<file path="src/design/mwdc_pkg.sv">
// Shared types, codes and helpers of the mecanum waypoint drive controller.
package mwdc_pkg;

  // Configuration port widths
  localparam int CFG_W  = 20;
  localparam int CFG_IW = 3;

  // Register indexes
  localparam logic [CFG_IW-1:0] REG_ODO_TOL   = 3'd0;
  localparam logic [CFG_IW-1:0] REG_SONAR_TOL = 3'd1;
  localparam logic [CFG_IW-1:0] REG_YAW_TH    = 3'd2;
  localparam logic [CFG_IW-1:0] REG_YAW_DIV   = 3'd3;
  localparam logic [CFG_IW-1:0] REG_YAW_LIM   = 3'd4;
  localparam logic [CFG_IW-1:0] REG_MIN_SPD   = 3'd5;
  localparam logic [CFG_IW-1:0] REG_FORCE     = 3'd6;

  // Actions
  localparam logic [1:0] ACT_TICK  = 2'd0;
  localparam logic [1:0] ACT_MOVE  = 2'd1;
  localparam logic [1:0] ACT_SONAR = 2'd2;
  localparam logic [1:0] ACT_CLEAR = 2'd3;

  // Motor commands
  localparam logic [1:0] CMD_NONE = 2'd0;
  localparam logic [1:0] CMD_SET  = 2'd1;
  localparam logic [1:0] CMD_STOP = 2'd2;

  // Target modes
  localparam logic [2:0] MODE_ODO = 3'd0;
  localparam logic [2:0] MODE_FR  = 3'd1;
  localparam logic [2:0] MODE_RB  = 3'd2;
  localparam logic [2:0] MODE_BL  = 3'd3;

  // Fixed tuning constants
  localparam logic signed [15:0] GYRO_DEAD = 16'sd5;
  localparam logic [13:0] ODO_OFS   = 14'd500;
  localparam logic [13:0] ODO_KNEE  = 14'd600;
  localparam logic [13:0] SONAR_OFS = 14'd400;
  localparam logic [7:0]  SONAR_BIAS = 8'd3;
  localparam logic [7:0]  FAC_STEP  = 8'd100;
  localparam logic [2:0]  YAW_STEP  = 3'd5;

  typedef struct packed {
    logic [1:0]         action;
    logic signed [15:0] gyro_rate;
    logic signed [15:0] enc_left_front;
    logic signed [15:0] enc_right_front;
    logic signed [15:0] enc_left_back;
    logic signed [15:0] enc_right_back;
    logic [2:0]         move_mode;
    logic [13:0]        move_speed;
    logic signed [31:0] target_first;
    logic signed [31:0] target_second;
    logic [1:0]         sonar_index;
    logic [15:0]        sonar_distance;
  } mwdc_in_t;

  typedef struct packed {
    logic [1:0]         motor_command;
    logic signed [15:0] wheel_left_front;
    logic signed [15:0] wheel_right_front;
    logic signed [15:0] wheel_left_back;
    logic signed [15:0] wheel_right_back;
    logic               is_running;
    logic signed [31:0] odometry_x;
    logic signed [31:0] odometry_y;
  } mwdc_out_t;

  // Saturate an 18-bit signed setpoint to 16 bits
  function automatic logic signed [15:0] sat16(input logic signed [17:0] v);
    logic signed [15:0] res;
    if (v > 18'sd32767) begin
      res = 16'sh7FFF;
    end else if (v < -18'sd32768) begin
      res = 16'sh8000;
    end else begin
      res = v[15:0];
    end
    return res;
  endfunction

endpackage

</file>
<file path="src/design/mecanum_waypoint_drive_controller.sv">
// Move, sonar update and clear go straight to the finish state to give their beat.
// A tick may run the one-bit-per-cycle shift-add multiplier, root unit and long
// divider; the other items skip them.
// One item is in work at a time; the next is taken when the result is handed on.
// Sync active-low reset (rst_n) clears architectural state, loads register defaults.
// Top level: yaw correction, odometry, error root and mecanum wheel mixing.
module mecanum_waypoint_drive_controller #(
  parameter int FRAC_BITS = 16
) (
  input  logic                           clk,
  input  logic                           rst_n,
  input  logic                           in_valid,
  output logic                           in_ready,
  input  mwdc_pkg::mwdc_in_t             in_data,
  output logic                           out_valid,
  input  logic                           out_ready,
  output mwdc_pkg::mwdc_out_t            out_data,
  input  logic                           cfg_we,
  input  logic [mwdc_pkg::CFG_IW-1:0]    cfg_index,
  input  logic [mwdc_pkg::CFG_W-1:0]     cfg_data
);

  localparam int RW = 32 + FRAC_BITS;   // root width
  localparam int DW = 46 + FRAC_BITS;   // divider dividend width
  localparam int CW = 7;

  localparam logic [4:0] ST_IDLE     = 5'd0;
  localparam logic [4:0] ST_ROT      = 5'd1;
  localparam logic [4:0] ST_ROT_DIV  = 5'd2;
  localparam logic [4:0] ST_ERR      = 5'd3;
  localparam logic [4:0] ST_SQX      = 5'd4;
  localparam logic [4:0] ST_SQY      = 5'd5;
  localparam logic [4:0] ST_ROOT     = 5'd6;
  localparam logic [4:0] ST_FAC_DIV  = 5'd7;
  localparam logic [4:0] ST_BOUND    = 5'd8;
  localparam logic [4:0] ST_APP_MUL  = 5'd9;
  localparam logic [4:0] ST_APP_DIV  = 5'd10;
  localparam logic [4:0] ST_CX_MUL   = 5'd11;
  localparam logic [4:0] ST_CX_DIV   = 5'd12;
  localparam logic [4:0] ST_CY_MUL   = 5'd13;
  localparam logic [4:0] ST_CY_DIV   = 5'd14;
  localparam logic [4:0] ST_MIX      = 5'd15;
  localparam logic [4:0] ST_FIN      = 5'd16;

  // Configuration registers
  logic [15:0] otol_r, otol_nxt, stol_r, stol_nxt, ydiv_r, ydiv_nxt;
  logic [19:0] yth_r, yth_nxt;
  logic [7:0]  ylim_r, ylim_nxt, fticks_r, fticks_nxt;
  logic [13:0] smin_r, smin_nxt;

  // Architectural state
  logic [31:0] yaw_r, yaw_nxt, px_r, px_nxt, py_r, py_nxt, gx_r, gx_nxt, gy_r, gy_nxt;
  logic        run_r, run_nxt;
  logic [7:0]  fc_r, fc_nxt;
  logic [2:0]  mode_r, mode_nxt;
  logic [13:0] cruise_r, cruise_nxt;
  logic [15:0] wgoal_r [4];
  logic [15:0] wgoal_nxt [4];
  logic [15:0] wnow_r [4];
  logic [15:0] wnow_nxt [4];

  // Sequencer and work registers
  logic [4:0]         st_r, st_nxt;
  logic [CW-1:0]      cnt_r, cnt_nxt;
  logic               fcnz_r, fcnz_nxt, ysgn_r, ysgn_nxt, sx_r, sx_nxt, sy_r, sy_nxt;
  logic signed [8:0]  rot_r, rot_nxt;
  logic [1:0]         cmd_r, cmd_nxt;
  logic [31:0]        ax_r, ax_nxt, ay_r, ay_nxt;
  logic [13:0]        mspd_r, mspd_nxt;
  logic signed [15:0] wx_r, wx_nxt, wy_r, wy_nxt;
  logic signed [15:0] wh_r [4];
  logic signed [15:0] wh_nxt [4];

  // Shift-add multiplier, also the radicand shifter of the root unit
  logic [63:0]        acc_r, acc_nxt, mc_r, mc_nxt;
  logic [31:0]        mp_r, mp_nxt;
  // Restoring divider
  logic [DW-1:0]      dq_r, dq_nxt;
  logic [RW-1:0]      drem_r, drem_nxt, dvs_r, dvs_nxt;
  // Root unit
  logic [RW+1:0]      srem_r, srem_nxt;
  logic [RW-1:0]      root_r, root_nxt;

  // Output register
  logic                out_valid_r, out_valid_nxt;
  mwdc_pkg::mwdc_out_t out_r, out_nxt;

  // Step results of the serial units
  logic [63:0]   acc_step;
  logic [RW:0]   dv_t;
  logic          dv_ge;
  logic [RW-1:0] drem_step;
  logic [DW-1:0] dq_step;
  logic [RW+3:0] sq_x, sq_trial;
  logic          sq_ge;
  logic [RW+1:0] srem_step;
  logic [RW-1:0] root_step;
  logic          last;

  assign in_ready  = (st_r == ST_IDLE);
  assign out_valid = out_valid_r;
  assign out_data  = out_r;
  assign last      = (cnt_r == CW'(1));

  // One multiplier bit, one quotient bit and one root bit per cycle
  always_comb begin
    acc_step  = acc_r + (mp_r[0] ? mc_r : 64'd0);
    dv_t      = {drem_r, dq_r[DW-1]};
    dv_ge     = (dv_t >= {1'b0, dvs_r});
    drem_step = dv_ge ? RW'(dv_t - {1'b0, dvs_r}) : dv_t[RW-1:0];
    dq_step   = {dq_r[DW-2:0], dv_ge};
    sq_x      = {srem_r, acc_r[63:62]};
    sq_trial  = {2'b00, root_r, 2'b01};
    sq_ge     = (sq_x >= sq_trial);
    srem_step = sq_ge ? (RW+2)'(sq_x - sq_trial) : sq_x[RW+1:0];
    root_step = {root_r[RW-2:0], sq_ge};
  end

  always_comb begin
    logic               odo;
    logic signed [31:0] dx, dy;
    logic [31:0]        ymag;
    logic [31:0]        q32;
    logic [7:0]         qc, fac;
    logic [23:0]        bound;
    logic [12:0]        half;
    logic               start_comp;
    logic [13:0]        ms;
    logic [15:0]        qv;
    logic signed [17:0] w1, w2, c, ewx, ewy;
    logic signed [8:0]  rot_v;

    otol_nxt = otol_r; stol_nxt = stol_r; yth_nxt = yth_r; ydiv_nxt = ydiv_r;
    ylim_nxt = ylim_r; smin_nxt = smin_r; fticks_nxt = fticks_r;
    yaw_nxt = yaw_r; px_nxt = px_r; py_nxt = py_r; gx_nxt = gx_r; gy_nxt = gy_r;
    run_nxt = run_r; fc_nxt = fc_r; mode_nxt = mode_r; cruise_nxt = cruise_r;
    for (int i = 0; i < 4; i++) begin
      wgoal_nxt[i] = wgoal_r[i];
      wnow_nxt[i]  = wnow_r[i];
      wh_nxt[i]    = wh_r[i];
    end
    st_nxt = st_r; cnt_nxt = cnt_r; fcnz_nxt = fcnz_r; ysgn_nxt = ysgn_r;
    sx_nxt = sx_r; sy_nxt = sy_r; rot_nxt = rot_r; cmd_nxt = cmd_r;
    ax_nxt = ax_r; ay_nxt = ay_r; mspd_nxt = mspd_r; wx_nxt = wx_r; wy_nxt = wy_r;
    acc_nxt = acc_r; mc_nxt = mc_r; mp_nxt = mp_r;
    dq_nxt = dq_r; drem_nxt = drem_r; dvs_nxt = dvs_r;
    srem_nxt = srem_r; root_nxt = root_r;
    out_nxt = out_r;
    out_valid_nxt = out_valid_r && !out_ready;

    odo = (mode_r == mwdc_pkg::MODE_ODO);
    dx = '0; dy = '0; ymag = '0; q32 = '0; qc = '0; fac = '0; bound = '0;
    half = cruise_r[13:1];
    start_comp = 1'b0; ms = '0; qv = '0;
    w1 = '0; w2 = '0; c = '0; ewx = '0; ewy = '0; rot_v = '0;

    // Configuration writes
    if (cfg_we) begin
      case (cfg_index)
        mwdc_pkg::REG_ODO_TOL:   otol_nxt   = cfg_data[15:0];
        mwdc_pkg::REG_SONAR_TOL: stol_nxt   = cfg_data[15:0];
        mwdc_pkg::REG_YAW_TH:    yth_nxt    = cfg_data[19:0];
        mwdc_pkg::REG_YAW_DIV:   ydiv_nxt   = cfg_data[15:0];
        mwdc_pkg::REG_YAW_LIM:   ylim_nxt   = cfg_data[7:0];
        mwdc_pkg::REG_MIN_SPD:   smin_nxt   = cfg_data[13:0];
        mwdc_pkg::REG_FORCE:     fticks_nxt = cfg_data[7:0];
        default: ;
      endcase
    end

    // Serial unit stepping in their own states
    if (st_r == ST_SQX || st_r == ST_SQY || st_r == ST_APP_MUL ||
        st_r == ST_CX_MUL || st_r == ST_CY_MUL) begin
      acc_nxt = acc_step;
      mc_nxt  = {mc_r[62:0], 1'b0};
      mp_nxt  = {1'b0, mp_r[31:1]};
      cnt_nxt = cnt_r - CW'(1);
    end
    if (st_r == ST_ROT_DIV || st_r == ST_FAC_DIV || st_r == ST_APP_DIV ||
        st_r == ST_CX_DIV || st_r == ST_CY_DIV) begin
      dq_nxt   = dq_step;
      drem_nxt = drem_step;
      cnt_nxt  = cnt_r - CW'(1);
    end
    if (st_r == ST_ROOT) begin
      acc_nxt  = {acc_r[61:0], 2'b00};
      srem_nxt = srem_step;
      root_nxt = root_step;
      cnt_nxt  = cnt_r - CW'(1);
    end

    case (st_r)
      ST_IDLE: begin
        if (in_valid) begin
          cmd_nxt = mwdc_pkg::CMD_NONE;
          for (int i = 0; i < 4; i++) wh_nxt[i] = '0;
          st_nxt = ST_FIN;
          case (in_data.action)
            mwdc_pkg::ACT_TICK: begin
              // Integrate yaw, odometry and the forced-run countdown
              if (in_data.gyro_rate > mwdc_pkg::GYRO_DEAD ||
                  in_data.gyro_rate < -mwdc_pkg::GYRO_DEAD) begin
                yaw_nxt = yaw_r + {{16{in_data.gyro_rate[15]}}, in_data.gyro_rate};
              end
              px_nxt = px_r + {{16{in_data.enc_left_back[15]}}, in_data.enc_left_back}
                            - {{16{in_data.enc_right_back[15]}}, in_data.enc_right_back}
                            + {{16{in_data.enc_right_front[15]}}, in_data.enc_right_front}
                            - {{16{in_data.enc_left_front[15]}}, in_data.enc_left_front};
              py_nxt = py_r + {{16{in_data.enc_left_back[15]}}, in_data.enc_left_back}
                            + {{16{in_data.enc_left_front[15]}}, in_data.enc_left_front}
                            + {{16{in_data.enc_right_back[15]}}, in_data.enc_right_back}
                            + {{16{in_data.enc_right_front[15]}}, in_data.enc_right_front};
              fcnz_nxt = (fc_r != 8'd0);
              run_nxt  = run_r || (fc_r != 8'd0);
              fc_nxt   = (fc_r != 8'd0) ? fc_r - 8'd1 : fc_r;
              cmd_nxt  = mwdc_pkg::CMD_STOP;
              st_nxt   = ST_ROT;
            end
            mwdc_pkg::ACT_MOVE: begin
              mode_nxt   = in_data.move_mode;
              fc_nxt     = fticks_r;
              run_nxt    = 1'b1;
              cruise_nxt = in_data.move_speed;
              case (in_data.move_mode)
                mwdc_pkg::MODE_ODO: begin
                  gx_nxt = in_data.target_first;
                  gy_nxt = in_data.target_second;
                end
                mwdc_pkg::MODE_FR: begin
                  wgoal_nxt[0] = in_data.target_first[15:0];
                  wgoal_nxt[1] = in_data.target_second[15:0];
                end
                mwdc_pkg::MODE_RB: begin
                  wgoal_nxt[1] = in_data.target_first[15:0];
                  wgoal_nxt[2] = in_data.target_second[15:0];
                end
                mwdc_pkg::MODE_BL: begin
                  wgoal_nxt[2] = in_data.target_first[15:0];
                  wgoal_nxt[3] = in_data.target_second[15:0];
                end
                default: begin
                  wgoal_nxt[3] = in_data.target_first[15:0];
                  wgoal_nxt[0] = in_data.target_second[15:0];
                end
              endcase
            end
            mwdc_pkg::ACT_SONAR: begin
              wnow_nxt[in_data.sonar_index] = in_data.sonar_distance;
            end
            default: begin
              yaw_nxt = '0; px_nxt = '0; py_nxt = '0; gx_nxt = '0; gy_nxt = '0;
              run_nxt = 1'b0; fc_nxt = '0; mode_nxt = mwdc_pkg::MODE_ODO; cruise_nxt = '0;
              for (int i = 0; i < 4; i++) begin
                wgoal_nxt[i] = '0;
                wnow_nxt[i]  = '0;
              end
            end
          endcase
        end
      end

      // Start the yaw correction division when outside the threshold
      ST_ROT: begin
        ymag     = yaw_r[31] ? (32'd0 - yaw_r) : yaw_r;
        ysgn_nxt = yaw_r[31];
        rot_nxt  = '0;
        if (ymag > {12'd0, yth_r}) begin
          dq_nxt   = DW'(ymag - {12'd0, yth_r}) << (DW - 32);
          drem_nxt = '0;
          dvs_nxt  = RW'((ydiv_r == 16'd0) ? 16'd1 : ydiv_r);
          cnt_nxt  = CW'(32);
          st_nxt   = ST_ROT_DIV;
        end else begin
          st_nxt = ST_ERR;
        end
      end

      ST_ROT_DIV: begin
        if (last) begin
          q32 = dq_step[31:0];
          qc  = (q32 > {24'd0, ylim_r}) ? ylim_r : q32[7:0];
          rot_nxt = ysgn_r ? -$signed({1'b0, qc}) : $signed({1'b0, qc});
          st_nxt  = ST_ERR;
        end
      end

      // When running, form the position error and start squaring, else finish
      ST_ERR: begin
        if (!run_r) begin
          st_nxt = ST_FIN;
        end else begin
          if (odo) begin
            dx = $signed(gx_r - px_r);
            dy = $signed(gy_r - py_r);
          end else begin
            case (mode_r)
              mwdc_pkg::MODE_FR: begin
                dx = 32'($signed({1'b0, wgoal_r[1]}) - $signed({1'b0, wnow_r[1]}));
                dy = 32'($signed({1'b0, wnow_r[0]}) - $signed({1'b0, wgoal_r[0]}));
              end
              mwdc_pkg::MODE_RB: begin
                dx = 32'($signed({1'b0, wgoal_r[1]}) - $signed({1'b0, wnow_r[1]}));
                dy = 32'($signed({1'b0, wgoal_r[2]}) - $signed({1'b0, wnow_r[2]}));
              end
              mwdc_pkg::MODE_BL: begin
                dx = 32'($signed({1'b0, wnow_r[3]}) - $signed({1'b0, wgoal_r[3]}));
                dy = 32'($signed({1'b0, wgoal_r[2]}) - $signed({1'b0, wnow_r[2]}));
              end
              default: begin
                dx = 32'($signed({1'b0, wnow_r[3]}) - $signed({1'b0, wgoal_r[3]}));
                dy = 32'($signed({1'b0, wnow_r[0]}) - $signed({1'b0, wgoal_r[0]}));
              end
            endcase
          end
          sx_nxt  = dx[31];
          sy_nxt  = dy[31];
          ax_nxt  = dx[31] ? (32'd0 - dx) : dx;
          ay_nxt  = dy[31] ? (32'd0 - dy) : dy;
          acc_nxt = '0;
          mc_nxt  = {32'd0, ax_nxt};
          mp_nxt  = ax_nxt;
          cnt_nxt = CW'(32);
          st_nxt  = ST_SQX;
        end
      end

      ST_SQX: begin
        if (last) begin
          mc_nxt  = {32'd0, ay_r};
          mp_nxt  = ay_r;
          cnt_nxt = CW'(32);
          st_nxt  = ST_SQY;
        end
      end

      ST_SQY: begin
        if (last) begin
          srem_nxt = '0;
          root_nxt = '0;
          cnt_nxt  = CW'(RW);
          st_nxt   = ST_ROOT;
        end
      end

      // After the root, divide the speed offset into factor steps
      ST_ROOT: begin
        if (last) begin
          if (odo) begin
            dq_nxt = DW'((cruise_r >= mwdc_pkg::ODO_OFS) ? cruise_r - mwdc_pkg::ODO_OFS
                                                          : 14'd0) << (DW - 14);
          end else begin
            dq_nxt = DW'((cruise_r >= mwdc_pkg::SONAR_OFS) ? cruise_r - mwdc_pkg::SONAR_OFS
                                                            : 14'd0) << (DW - 14);
          end
          drem_nxt = '0;
          dvs_nxt  = RW'(mwdc_pkg::FAC_STEP);
          cnt_nxt  = CW'(14);
          st_nxt   = ST_FAC_DIV;
        end
      end

      ST_FAC_DIV: begin
        if (last) st_nxt = ST_BOUND;
      end

      // Stop inside the tolerance radius unless a forced run counts, else pick the speed
      ST_BOUND: begin
        if (odo) begin
          fac   = (cruise_r >= mwdc_pkg::ODO_KNEE) ? dq_r[7:0] : 8'd1;
          bound = otol_r * fac;
        end else begin
          fac   = (cruise_r >= mwdc_pkg::SONAR_OFS && dq_r[7:0] > mwdc_pkg::SONAR_BIAS)
                  ? dq_r[7:0] - mwdc_pkg::SONAR_BIAS : 8'd1;
          bound = stol_r * fac;
        end
        if (root_r <= RW'({bound, {FRAC_BITS{1'b0}}}) && !fcnz_r) begin
          run_nxt = 1'b0;
          st_nxt  = ST_FIN;
        end else if (odo) begin
          ms = cruise_r;
          start_comp = 1'b1;
        end else if (half != 13'd0 && root_r < RW'({half, {FRAC_BITS{1'b0}}})) begin
          acc_nxt = '0;
          mc_nxt  = 64'(root_r);
          mp_nxt  = {18'd0, cruise_r};
          cnt_nxt = CW'(14);
          st_nxt  = ST_APP_MUL;
        end else begin
          ms = (cruise_r < smin_r) ? smin_r : cruise_r;
          start_comp = 1'b1;
        end
      end

      ST_APP_MUL: begin
        if (last) begin
          dq_nxt   = DW'(acc_step[FRAC_BITS+31:FRAC_BITS]) << (DW - 32);
          drem_nxt = '0;
          dvs_nxt  = RW'(half);
          cnt_nxt  = CW'(32);
          st_nxt   = ST_APP_DIV;
        end
      end

      ST_APP_DIV: begin
        if (last) begin
          ms = (dq_step[13:0] < smin_r) ? smin_r : dq_step[13:0];
          start_comp = 1'b1;
        end
      end

      ST_CX_MUL: begin
        if (last) begin
          dq_nxt   = {acc_step[45:0], {FRAC_BITS{1'b0}}};
          drem_nxt = '0;
          dvs_nxt  = root_r;
          cnt_nxt  = CW'(DW);
          st_nxt   = ST_CX_DIV;
        end
      end

      ST_CX_DIV: begin
        if (last) begin
          qv      = dq_step[15:0];
          wx_nxt  = sx_r ? -$signed(qv) : $signed(qv);
          acc_nxt = '0;
          mc_nxt  = {32'd0, ay_r};
          mp_nxt  = {18'd0, mspd_r};
          cnt_nxt = CW'(14);
          st_nxt  = ST_CY_MUL;
        end
      end

      ST_CY_MUL: begin
        if (last) begin
          dq_nxt   = {acc_step[45:0], {FRAC_BITS{1'b0}}};
          drem_nxt = '0;
          dvs_nxt  = root_r;
          cnt_nxt  = CW'(DW);
          st_nxt   = ST_CY_DIV;
        end
      end

      ST_CY_DIV: begin
        if (last) begin
          qv     = dq_step[15:0];
          wy_nxt = sy_r ? -$signed(qv) : $signed(qv);
          st_nxt = ST_MIX;
        end
      end

      // Mix mecanum setpoints with the yaw correction
      ST_MIX: begin
        ewx   = 18'(wx_r);
        ewy   = 18'(wy_r);
        rot_v = rot_r;
        c     = 18'(rot_v) * $signed({15'd0, mwdc_pkg::YAW_STEP});
        w1    = ewy - ewx;
        w2    = ewy + ewx;
        wh_nxt[0] = mwdc_pkg::sat16(w1 - c);
        wh_nxt[1] = mwdc_pkg::sat16(w2 + c);
        wh_nxt[2] = mwdc_pkg::sat16(w2 - c);
        wh_nxt[3] = mwdc_pkg::sat16(w1 + c);
        cmd_nxt   = mwdc_pkg::CMD_SET;
        st_nxt    = ST_FIN;
      end

      // Hand the beat to the output register once it is free
      ST_FIN: begin
        if (!out_valid_r || out_ready) begin
          out_nxt.motor_command     = cmd_r;
          out_nxt.wheel_left_front  = wh_r[0];
          out_nxt.wheel_right_front = wh_r[1];
          out_nxt.wheel_left_back   = wh_r[2];
          out_nxt.wheel_right_back  = wh_r[3];
          out_nxt.is_running        = run_r;
          out_nxt.odometry_x        = px_r;
          out_nxt.odometry_y        = py_r;
          out_valid_nxt             = 1'b1;
          st_nxt                    = ST_IDLE;
        end
      end

      default: st_nxt = ST_IDLE;
    endcase

    // Launch the first component: zero distance gives zero components
    if (start_comp) begin
      mspd_nxt = ms;
      if (root_r == '0) begin
        wx_nxt = '0;
        wy_nxt = '0;
        st_nxt = ST_MIX;
      end else begin
        acc_nxt = '0;
        mc_nxt  = {32'd0, ax_r};
        mp_nxt  = {18'd0, ms};
        cnt_nxt = CW'(14);
        st_nxt  = ST_CX_MUL;
      end
    end
  end

  always_ff @(posedge clk) begin
    if (!rst_n) begin
      otol_r <= 16'd100; stol_r <= 16'd20; yth_r <= 20'd1500; ydiv_r <= 16'd500;
      ylim_r <= 8'd20; smin_r <= 14'd200; fticks_r <= 8'd20;
      yaw_r <= '0; px_r <= '0; py_r <= '0; gx_r <= '0; gy_r <= '0;
      run_r <= 1'b0; fc_r <= '0; mode_r <= mwdc_pkg::MODE_ODO; cruise_r <= '0;
      for (int i = 0; i < 4; i++) begin
        wgoal_r[i] <= '0;
        wnow_r[i]  <= '0;
      end
      st_r        <= ST_IDLE;
      out_valid_r <= 1'b0;
    end else begin
      otol_r <= otol_nxt; stol_r <= stol_nxt; yth_r <= yth_nxt; ydiv_r <= ydiv_nxt;
      ylim_r <= ylim_nxt; smin_r <= smin_nxt; fticks_r <= fticks_nxt;
      yaw_r <= yaw_nxt; px_r <= px_nxt; py_r <= py_nxt; gx_r <= gx_nxt; gy_r <= gy_nxt;
      run_r <= run_nxt; fc_r <= fc_nxt; mode_r <= mode_nxt; cruise_r <= cruise_nxt;
      for (int i = 0; i < 4; i++) begin
        wgoal_r[i] <= wgoal_nxt[i];
        wnow_r[i]  <= wnow_nxt[i];
      end
      st_r        <= st_nxt;
      out_valid_r <= out_valid_nxt;
    end
  end

  // Work and payload registers
  always_ff @(posedge clk) begin
    cnt_r <= cnt_nxt; fcnz_r <= fcnz_nxt; ysgn_r <= ysgn_nxt; sx_r <= sx_nxt;
    sy_r <= sy_nxt; rot_r <= rot_nxt; cmd_r <= cmd_nxt; ax_r <= ax_nxt; ay_r <= ay_nxt;
    mspd_r <= mspd_nxt; wx_r <= wx_nxt; wy_r <= wy_nxt;
    for (int i = 0; i < 4; i++) wh_r[i] <= wh_nxt[i];
    acc_r <= acc_nxt; mc_r <= mc_nxt; mp_r <= mp_nxt;
    dq_r <= dq_nxt; drem_r <= drem_nxt; dvs_r <= dvs_nxt;
    srem_r <= srem_nxt; root_r <= root_nxt;
    out_r <= out_nxt;
  end

endmodule
</file>
<file path="config.mk">
export PLATFORM = sky130hd
export DESIGN_NAME = mecanum_waypoint_drive_controller
export DESIGN_NICKNAME = d
export VERILOG_FILES = /design/src/design/mwdc_pkg.sv /design/src/design/mecanum_waypoint_drive_controller.sv
export SDC_FILE = /design/constraint.sdc
export NUM_CORES = 2
export LEC_CHECK = 0
export BUFFER_PORTS_ARGS = -buffer_cell sky130_fd_sc_hd__buf_2
export CORE_UTILIZATION = 25
export DETAILED_ROUTE_END_ITERATION = 10
export HOLD_SLACK_MARGIN = 0.06
export MAX_ROUTING_LAYER = met4
export REMOVE_ABC_BUFFERS = 1
export SYNTH_ARGS = -nofsm -noshare
export SYNTH_HDL_FRONTEND = slang
export SYNTH_SLANG_ARGS = --single-unit
</file>
<file path="constraint.sdc">
create_clock -name clk -period 9.4 [get_ports clk]
set_input_delay 0.94 -clock clk [delete_from_list [all_inputs] [get_ports clk]]
set_output_delay 0.94 -clock clk [all_outputs]
set_load 0.01 [all_outputs]
</file>
# Word level (Yosys, flattened, before mapping)
# Memories as Yosys holds them, arrays and structs flattened.
# Cells that the tools add are included.
[word_totals]
ram_bits = 192
register_bits = 969
output_inout_bits = 133
input_bits = 209
memories = 3
[classes]
mux = 188
bitwise_logic = 12
order_cmp = 24
multipliers = 3
n_addsub = 35
eq_ne = 57
reduce_logical = 64
[memory_table]
columns = ["memory", "depth", "word_bits", "rd", "rd_ports_with_merged_regs", "write_ports", "line_no", "source"]
rows = [
  ["wgoal_r", 4, 16, 4, 0, 4, "mecanum_waypoint_drive_controller.sv:57", "logic [15:0] wgoal_r [4];"],
  ["wh_r", 4, 16, 4, 0, 4, "mecanum_waypoint_drive_controller.sv:71", "logic signed [15:0] wh_r [4];"],
  ["wnow_r", 4, 16, 4, 0, 4, "mecanum_waypoint_drive_controller.sv:59", "logic [15:0] wnow_r [4];"],
]
[ops]
columns = ["op", "n"]
rows = [
  ["2-to-1 mux 64 bit", 23],
  ["2-to-1 mux 32 bit", 22],
  ["2-to-1 mux 48 bit", 11],
  ["2-to-1 mux 16 bit", 28],
  ["one-hot mux 64 bit (2 select lines)", 3],
  ["one-hot mux 64 bit (3 select lines)", 2],
  ["2-to-1 mux 62 bit", 6],
  ["one-hot mux 32 bit (2 select lines)", 5],
  ["one-hot mux 62 bit (4 select lines)", 1],
  ["adder 32 bit", 7],
  ["2-to-1 mux 50 bit", 4],
  ["one-hot mux 48 bit (4 select lines)", 1],
  ["one-hot mux 16 bit (2 select lines)", 4],
  ["one-hot mux 32 bit (4 select lines)", 1],
  ["subtractor 32 bit", 4],
  ["2-to-1 mux 14 bit", 8],
  ["2-to-1 mux 7 bit", 14],
  ["one-hot mux 48 bit (2 select lines)", 1],
  ["subtractor 1 x 32 -> 32 bit, first input constant", 3],
  ["2-to-1 mux 5 bit", 18],
  ["one-hot mux 5 bit (17 select lines)", 1],
  ["subtractor 16 x 16 -> 17 bit", 5],
  ["> comparator 18 x 16 -> 1 bit, second input constant", 4],
  ["less-than comparator 18 x 16 -> 1 bit, second input constant", 4],
  ["other kinds (85)", 203],
]

# Depth between registers and ports, before layout
[logic_depth]
word_depth = 14
depth_mapped = 47

# Worst setup path before layout
# No wires, ideal clock.
[synth_timing]
path_type = "flip-flop to flip-flop"
startpoint = "register cruise_r[2]"
endpoint = "register mc_r[33]"
t_required_ns = 9.268
arrival_time_ns = 9.089
path_stages_with_launch = 47
path_slack_ns = 0.178
path_buffers = 6
setup_time_ns = 0.132
synth_period_minus_slack_ns = 9.222
cell_sequence = "dfxtp_1 -> clkbuf_1 -> inv_1 -> ha_1 -> nand2_1 -> nand2_1 -> a21oi_1 -> o211ai_1 -> nand2_1 -> nand2_1 -> clkbuf_1 -> and2_1 -> clkbuf_1 -> nand2_1 -> fa_1 -> fa_1 -> inv_1 -> fa_1 -> [11 not listed] -> a21oi_1 -> a31o_2 -> xnor2_1 -> mux2i_1 -> ha_1 -> nand4_1 -> nor3_1 -> mux2_2 -> nand2_1 -> nand2_1 -> or3_1 -> clkbuf_1 -> nand2_1 -> nand2_1 -> clkbuf_1 -> nand2_1 -> buf_1 -> a21oi_1"
[synth_between]
elab_chain_cells = 12
[synth_rtl]
columns = ["item", "line_no", "source"]
rows = [
  ["start, declared", "mecanum_waypoint_drive_controller.sv:56", "logic [13:0] cruise_r, cruise_nxt;"],
  ["start signal, assigned", "mecanum_waypoint_drive_controller.sv:519", "run_r <= run_nxt; fc_r <= fc_nxt; mode_r <= mode_nxt; cruise_r <= cruise_nxt;"],
  [">= comparator 14 x 9 -> 1 bit", "mecanum_waypoint_drive_controller.sv:372", "fac = (cruise_r >= mwdc_pkg::SONAR_OFS && dq_r[7:0] > mwdc_pkg::SONAR_BIAS)"],
  ["logical AND 1 bit", "mecanum_waypoint_drive_controller.sv:372", ""],
  ["2-to-1 mux 8 bit", "mecanum_waypoint_drive_controller.sv:373", "? dq_r[7:0] - mwdc_pkg::SONAR_BIAS : 8'd1;"],
  ["multiplier 16 x 8 -> 24 bit", "mecanum_waypoint_drive_controller.sv:374", "bound = stol_r * fac;"],
  ["2-to-1 mux 24 bit", "mecanum_waypoint_drive_controller.sv:368", "if (odo) begin"],
  ["2-to-1 mux 24 bit", "mecanum_waypoint_drive_controller.sv:192", "case (st_r)"],
  ["less-or-equal comparator 48 x 40 -> 1 bit", "mecanum_waypoint_drive_controller.sv:376", "if (root_r <= RW'({bound, {FRAC_BITS{1'b0}}}) && !fcnz_r) begin"],
  ["logical AND 1 bit", "mecanum_waypoint_drive_controller.sv:376", ""],
  ["2-to-1 mux 64 bit", "mecanum_waypoint_drive_controller.sv:376", ""],
  ["one-hot mux 64 bit (3 select lines)", "mecanum_waypoint_drive_controller.sv:192", ""],
  ["2-to-1 mux 64 bit", "mecanum_waypoint_drive_controller.sv:489", "if (root_r == '0) begin"],
  ["2-to-1 mux 64 bit (*)", "mecanum_waypoint_drive_controller.sv:487", "if (start_comp) begin"],
  ["net mc_nxt[33]", "mecanum_waypoint_drive_controller.sv:75", "logic [63:0] acc_r, acc_nxt, mc_r, mc_nxt;"],
  ["end signal, assigned", "mecanum_waypoint_drive_controller.sv:535", "acc_r <= acc_nxt; mc_r <= mc_nxt; mp_r <= mp_nxt;"],
  ["end, declared", "mecanum_waypoint_drive_controller.sv:75", ""],
]
# Mark *: on every way through the listed nets, which the timed path passes. The rest lies on a longest branch. The select of a mux whose other input is x is not followed.
# A chain may end at the register's enable or synchronous reset.

# Worst setup path after layout
[layout_timing]
startpoint = "register cruise_r[2]"
endpoint = "register acc_r[48]"
[layout_between]
elab_chain_cells = 12
[layout_rtl]
columns = ["item", "line_no"]
rows = [
  [">= comparator 14 x 9 -> 1 bit", "mecanum_waypoint_drive_controller.sv:372"],
  ["logical AND 1 bit", "mecanum_waypoint_drive_controller.sv:372"],
  ["2-to-1 mux 8 bit", "mecanum_waypoint_drive_controller.sv:373"],
  ["multiplier 16 x 8 -> 24 bit", "mecanum_waypoint_drive_controller.sv:374"],
  ["2-to-1 mux 24 bit", "mecanum_waypoint_drive_controller.sv:368"],
  ["2-to-1 mux 24 bit", "mecanum_waypoint_drive_controller.sv:192"],
  ["less-or-equal comparator 48 x 40 -> 1 bit", "mecanum_waypoint_drive_controller.sv:376"],
  ["logical AND 1 bit", "mecanum_waypoint_drive_controller.sv:376"],
  ["2-to-1 mux 64 bit", "mecanum_waypoint_drive_controller.sv:376"],
  ["one-hot mux 64 bit (3 select lines)", "mecanum_waypoint_drive_controller.sv:192"],
  ["2-to-1 mux 64 bit", "mecanum_waypoint_drive_controller.sv:489"],
  ["2-to-1 mux 64 bit (*)", "mecanum_waypoint_drive_controller.sv:487"],
  ["net acc_nxt[48]", "mecanum_waypoint_drive_controller.sv:75"],
  ["end signal, assigned", "mecanum_waypoint_drive_controller.sv:535"],
  ["end, declared", "mecanum_waypoint_drive_controller.sv:75"],
]
# Marked as above.

==> metrics.md <==
| Metric | Value |
|---|---|
| Finished Cell Area | `a little over 0.1 mm²` |
| Worst Path Max Fanout | `39` |
| Crit path to | `acc_r[48]$_DFF_P_` |
| Clock sink count | `1161` |
| Root Buffer | `clkbuf_16` |
| Syn Area/Cell | `approximately 8.3 µm²` |
| Max-slew violations | `0` |
| Critical path class | `flop to flop` |
| Setup Viol. Count Final | `0` |
| Max-cap violation count | `0` |
| R2r worst-path depth | `about 40` |
| Worst path most repeated cell | `nand2_1` |
| Register area | `approximately 0.027 mm²` |
| Die Span Y | `a little over 600 µm` |
| Most common cell after layout, fill and taps aside | `nand2_1` |
| Crit-path slowest cell | `fa_1` |
| Worst-Margin Slew | `1.26 ns` |
| Area post-placement | `0.0984 mm²` |
| FF-to-FF End | `acc_r[48]$_DFF_P_` |
| Syn Inst Count | `between 10000 and 15000` |
| First drt pass iteration count | `8` |
| Fin Setup TNS | `0 ns` |
| Crit start category | `flop` |
| Initial Util | `between 20% and 30%` |
| Layout fillers | `slightly below 40000` |
| Clock buffer depth | `4` |
| CP peak stage delay | `roughly 0.59 ns` |
| Layout cells sized above 1 | `a little under a tenth` |
| Peak VDD IR | `between 0.0003 and 0.0004 V` |
| Fraction of registers with async set/reset | `0%` |
| H-tree depth | `4` |
| First-pass GRT wire length | `slightly below 500000 µm` |
| Leak | `about 43 nW` |
| Sequential share of the synthesized area | `29.3%` |
| Core ar. | `roughly 0.36 mm²` |
| Multi-input gate area | `about 0.06 mm²` |
| Final Skew | `0.111 ns` |
| Final min period | `8.88 ns` |
| Clock Latency Late Sink | `between 0.8 and 0.9 ns` |
| Tot GR Track Use | `about 18%` |
| Area delta synth->final | `13.5%` |
| Flop-to-flop setup slack | `about 0.52 ns` |
| Synthesized area | `about 0.09 mm²` |
| Via count | `approximately 82000` |
| Total Wirelength | `325000 µm` |
| Max_slew headroom | `between 15 and 20%` |
| Crit path from | `cruise_r[2]$_SDFFE_PN0P_` |
| Initial antenna violation count | `33` |
| RSZ-0062 raised after global routing | `no` |
| FMAX | `113 MHz` |
| Worst Setup End Kind | `flop` |
| # rows | `between 200 and 250` |
| Post-synth cell types | `between 100 and 150` |
| Hold/Removal Path Class | `input port to flop` |
| Critical Path RT | `~10 ns` |
| Yosys Warn Count | `0` |
| Tcrit/Tclk final | `a little over nine tenths` |
| Main flop type after synthesis | `dfxtp_1` |
| Vias in the first global route | `77400` |
| Grt ovf | `0` |
| WP data arrival | `~9.6 ns` |
| # port buffers | `between 300 and 400` |
| Final Wtd Congestion | `0.966` |
| Routed len/inst | `between 20 and 25 µm` |
| Die width | `approximately 610 µm` |
| Drt initial violations | `7023` |
| Power Dens Cells | `roughly 320 mW/mm²` |
| Status | `complete, no violations` |
| Reg2reg start | `cruise_r[2]$_SDFFE_PN0P_` |
| Clock-pin slew of the registers on the worst-case setup and hold paths | `0.06 ns` |
| Most frequent cells in the layout | `nand2_1, a21oi_1, dfxtp_1` |
| DRT antenna net count | `0` |
| Num CTS Buffers | `between 100 and 150` |
| Largest net degree at the start of global routing | `around 110` |
| Die Area | `0.366 mm²` |
| CTS tree | `done` |
| HPWL after DPL | `248000 µm` |
| Post-synth EDFFs | `approximately 340` |
| IO Count | `342` |
| Via/cell ratio | `5.15` |
| #FFs+latches synth | `roughly 1200` |
| DRC Markers | `0` |
| Final nets | `~12000` |
| Final Hold Fails | `0` |
## where the power goes
part,total [mW],internal [mW],switching [mW]
registers,7.12,6.36,0.764
logic,20.4,7.79,12.6
clock network,5.68,3.29,2.39
## area by class of cell
| type | count | area share (%) |
|---|---|---|
| Tap cell | 4794 | 5.81 |
| Sequential cell | 1161 | 25.8 |
| Timing Repair Buffer | 559 | 3.36 |
| Clock buffer | 186 | 3.89 |
| Inverter | 715 | 2.61 |
| Clock inverter | 60 | 0.607 |
| Multi-Input combinational cell | 8499 | 57.9 |
| Antenna cell | 27 | 0.0655 |
## layer usage
layer,wire length [µm],vias up,track usage (%)
met5,0,-,-
met1,142000,39400,22.7
met2,144000,2994,27.5
met3,24300,600,2.80
met4,14100,0,6.64
li1,-,39400,-
## worst min-delay path by stage
stage                         startpoint                 endpoint  slack (ns)  cells after the start
4_1_cts                      in_data[76]    gx_r[26]$_SDFFE_PN0P_        0.28                      3
6_report                     in_data[34]    gy_r[16]$_SDFFE_PN0P_        0.32                      3
3_5_place_dp   wh_r[3][12]$_SDFFCE_PN0P_   out_data[77]$_DFFE_PP_        0.40                      0
3_3_place_gp    wh_r[1][8]$_SDFFCE_PN0P_  out_data[105]$_DFFE_PP_        0.40                      0
2_1_floorplan   wh_r[1][3]$_SDFFCE_PN0P_  out_data[100]$_DFFE_PP_        0.40                      0
5_1_grt                      in_data[34]    gy_r[16]$_SDFFE_PN0P_        0.32                      3
## synth_stat cells, types with 20 or more instances
master	n	area share, %
clkbuf_1	483	2.0
nor2b_1	170	1.2
mux2_2	56	0.69
ha_1	695	9.6
nand3_1	282	1.6
nor3_1	180	0.99
a211oi_1	135	1.1
or2_2	38	0.26
or4_1	22	0.18
a221oi_1	34	0.33
a311oi_1	39	0.38
mux2i_1	201	2.2
a32oi_1	77	0.74
a21oi_1	1006	5.5
nand2b_1	103	0.71
fa_1	312	6.9
xnor2_1	334	3.2
nand4_1	67	0.46
or3_1	64	0.44
o22ai_1	101	0.69
dfxtp_1	825	18
o21a_1	79	0.65
a22oi_1	144	1.2
buf_1	64	0.26
nor2_1	813	3.4
a221o_1	25	0.28
o21ai_0	544	3.0
o211ai_1	105	0.87
a31oi_1	106	0.73
a21boi_0	82	0.68
a211o_1	31	0.30
a21o_1	274	2.3
xor2_1	220	2.1
and3_1	132	0.91
and2_1	226	1.6
nand3b_1	20	0.17
o21bai_1	72	0.59
edfxtp_1	336	11
inv_1	705	2.9
nand2_1	1265	5.2
nor4_1	56	0.39
o31ai_1	47	0.39
o221ai_1	39	0.38
## stage by stage
stage                     utilization, %  cells  setup WS, ns  hold slack [ns]  power, mW
final                               28.5  16000         0.518            0.324       33.2
after global routing                28.5  16000        0.0275            0.325       35.5
after detailed placement            27.2  15700        0.0882            0.405       27.2
after floorplan                        -  10400         -4.92            0.400       21.8
after CTS                           28.4  16000        0.0657            0.281       33.0
after global placement              27.2  15700        0.0422            0.401       27.1
## registers in the layout, summed over array words and instances (netlist names), 48 cells and up
register / flops
srem_r: 50
dq_r: 62
dvs_r: 48
out_data: 131
root_r: 48
wh_r: 64
wgoal_r: 64
wnow_r: 64
drem_r: 48
mc_r: 64
acc_r: 64
## critical path: cells and delay by family (launching register included)
family / cells / cell delay, ns
AO/OA/AOI/OAI: 14 / 2.30
XOR/XNOR: 1 / 0.16
adder cells (fa/ha/maj): 7 / 2.87
buffers and inverters: 6 / 0.97
flip-flops: 1 / 0.33
multiplexers: 2 / 0.47
AND/OR/NAND/NOR: 11 / 1.66
## kinds of logic after synthesis
family / synth area share, %
AO/OA/AOI/OAI: 22.7
XOR/XNOR: 5.34
adder cells (fa/ha/maj): 16.4
buffers and inverters: 5.38
flip-flops: 29.3
multiplexers: 2.91
AND/OR/NAND/NOR: 17.9
## repair_timing
| action | 4_1_cts | 5_1_grt |
|---|---|---|
| hold buffers | 0 | 0 |
| gates resized for setup | 1 | 22 |
| buffers inserted | 0 | 3 |
| pin swaps | 0 | 6 |
| setup endpoints to repair | 1 | 225 |
Note: power is estimated with default switching activity, not from simulation.
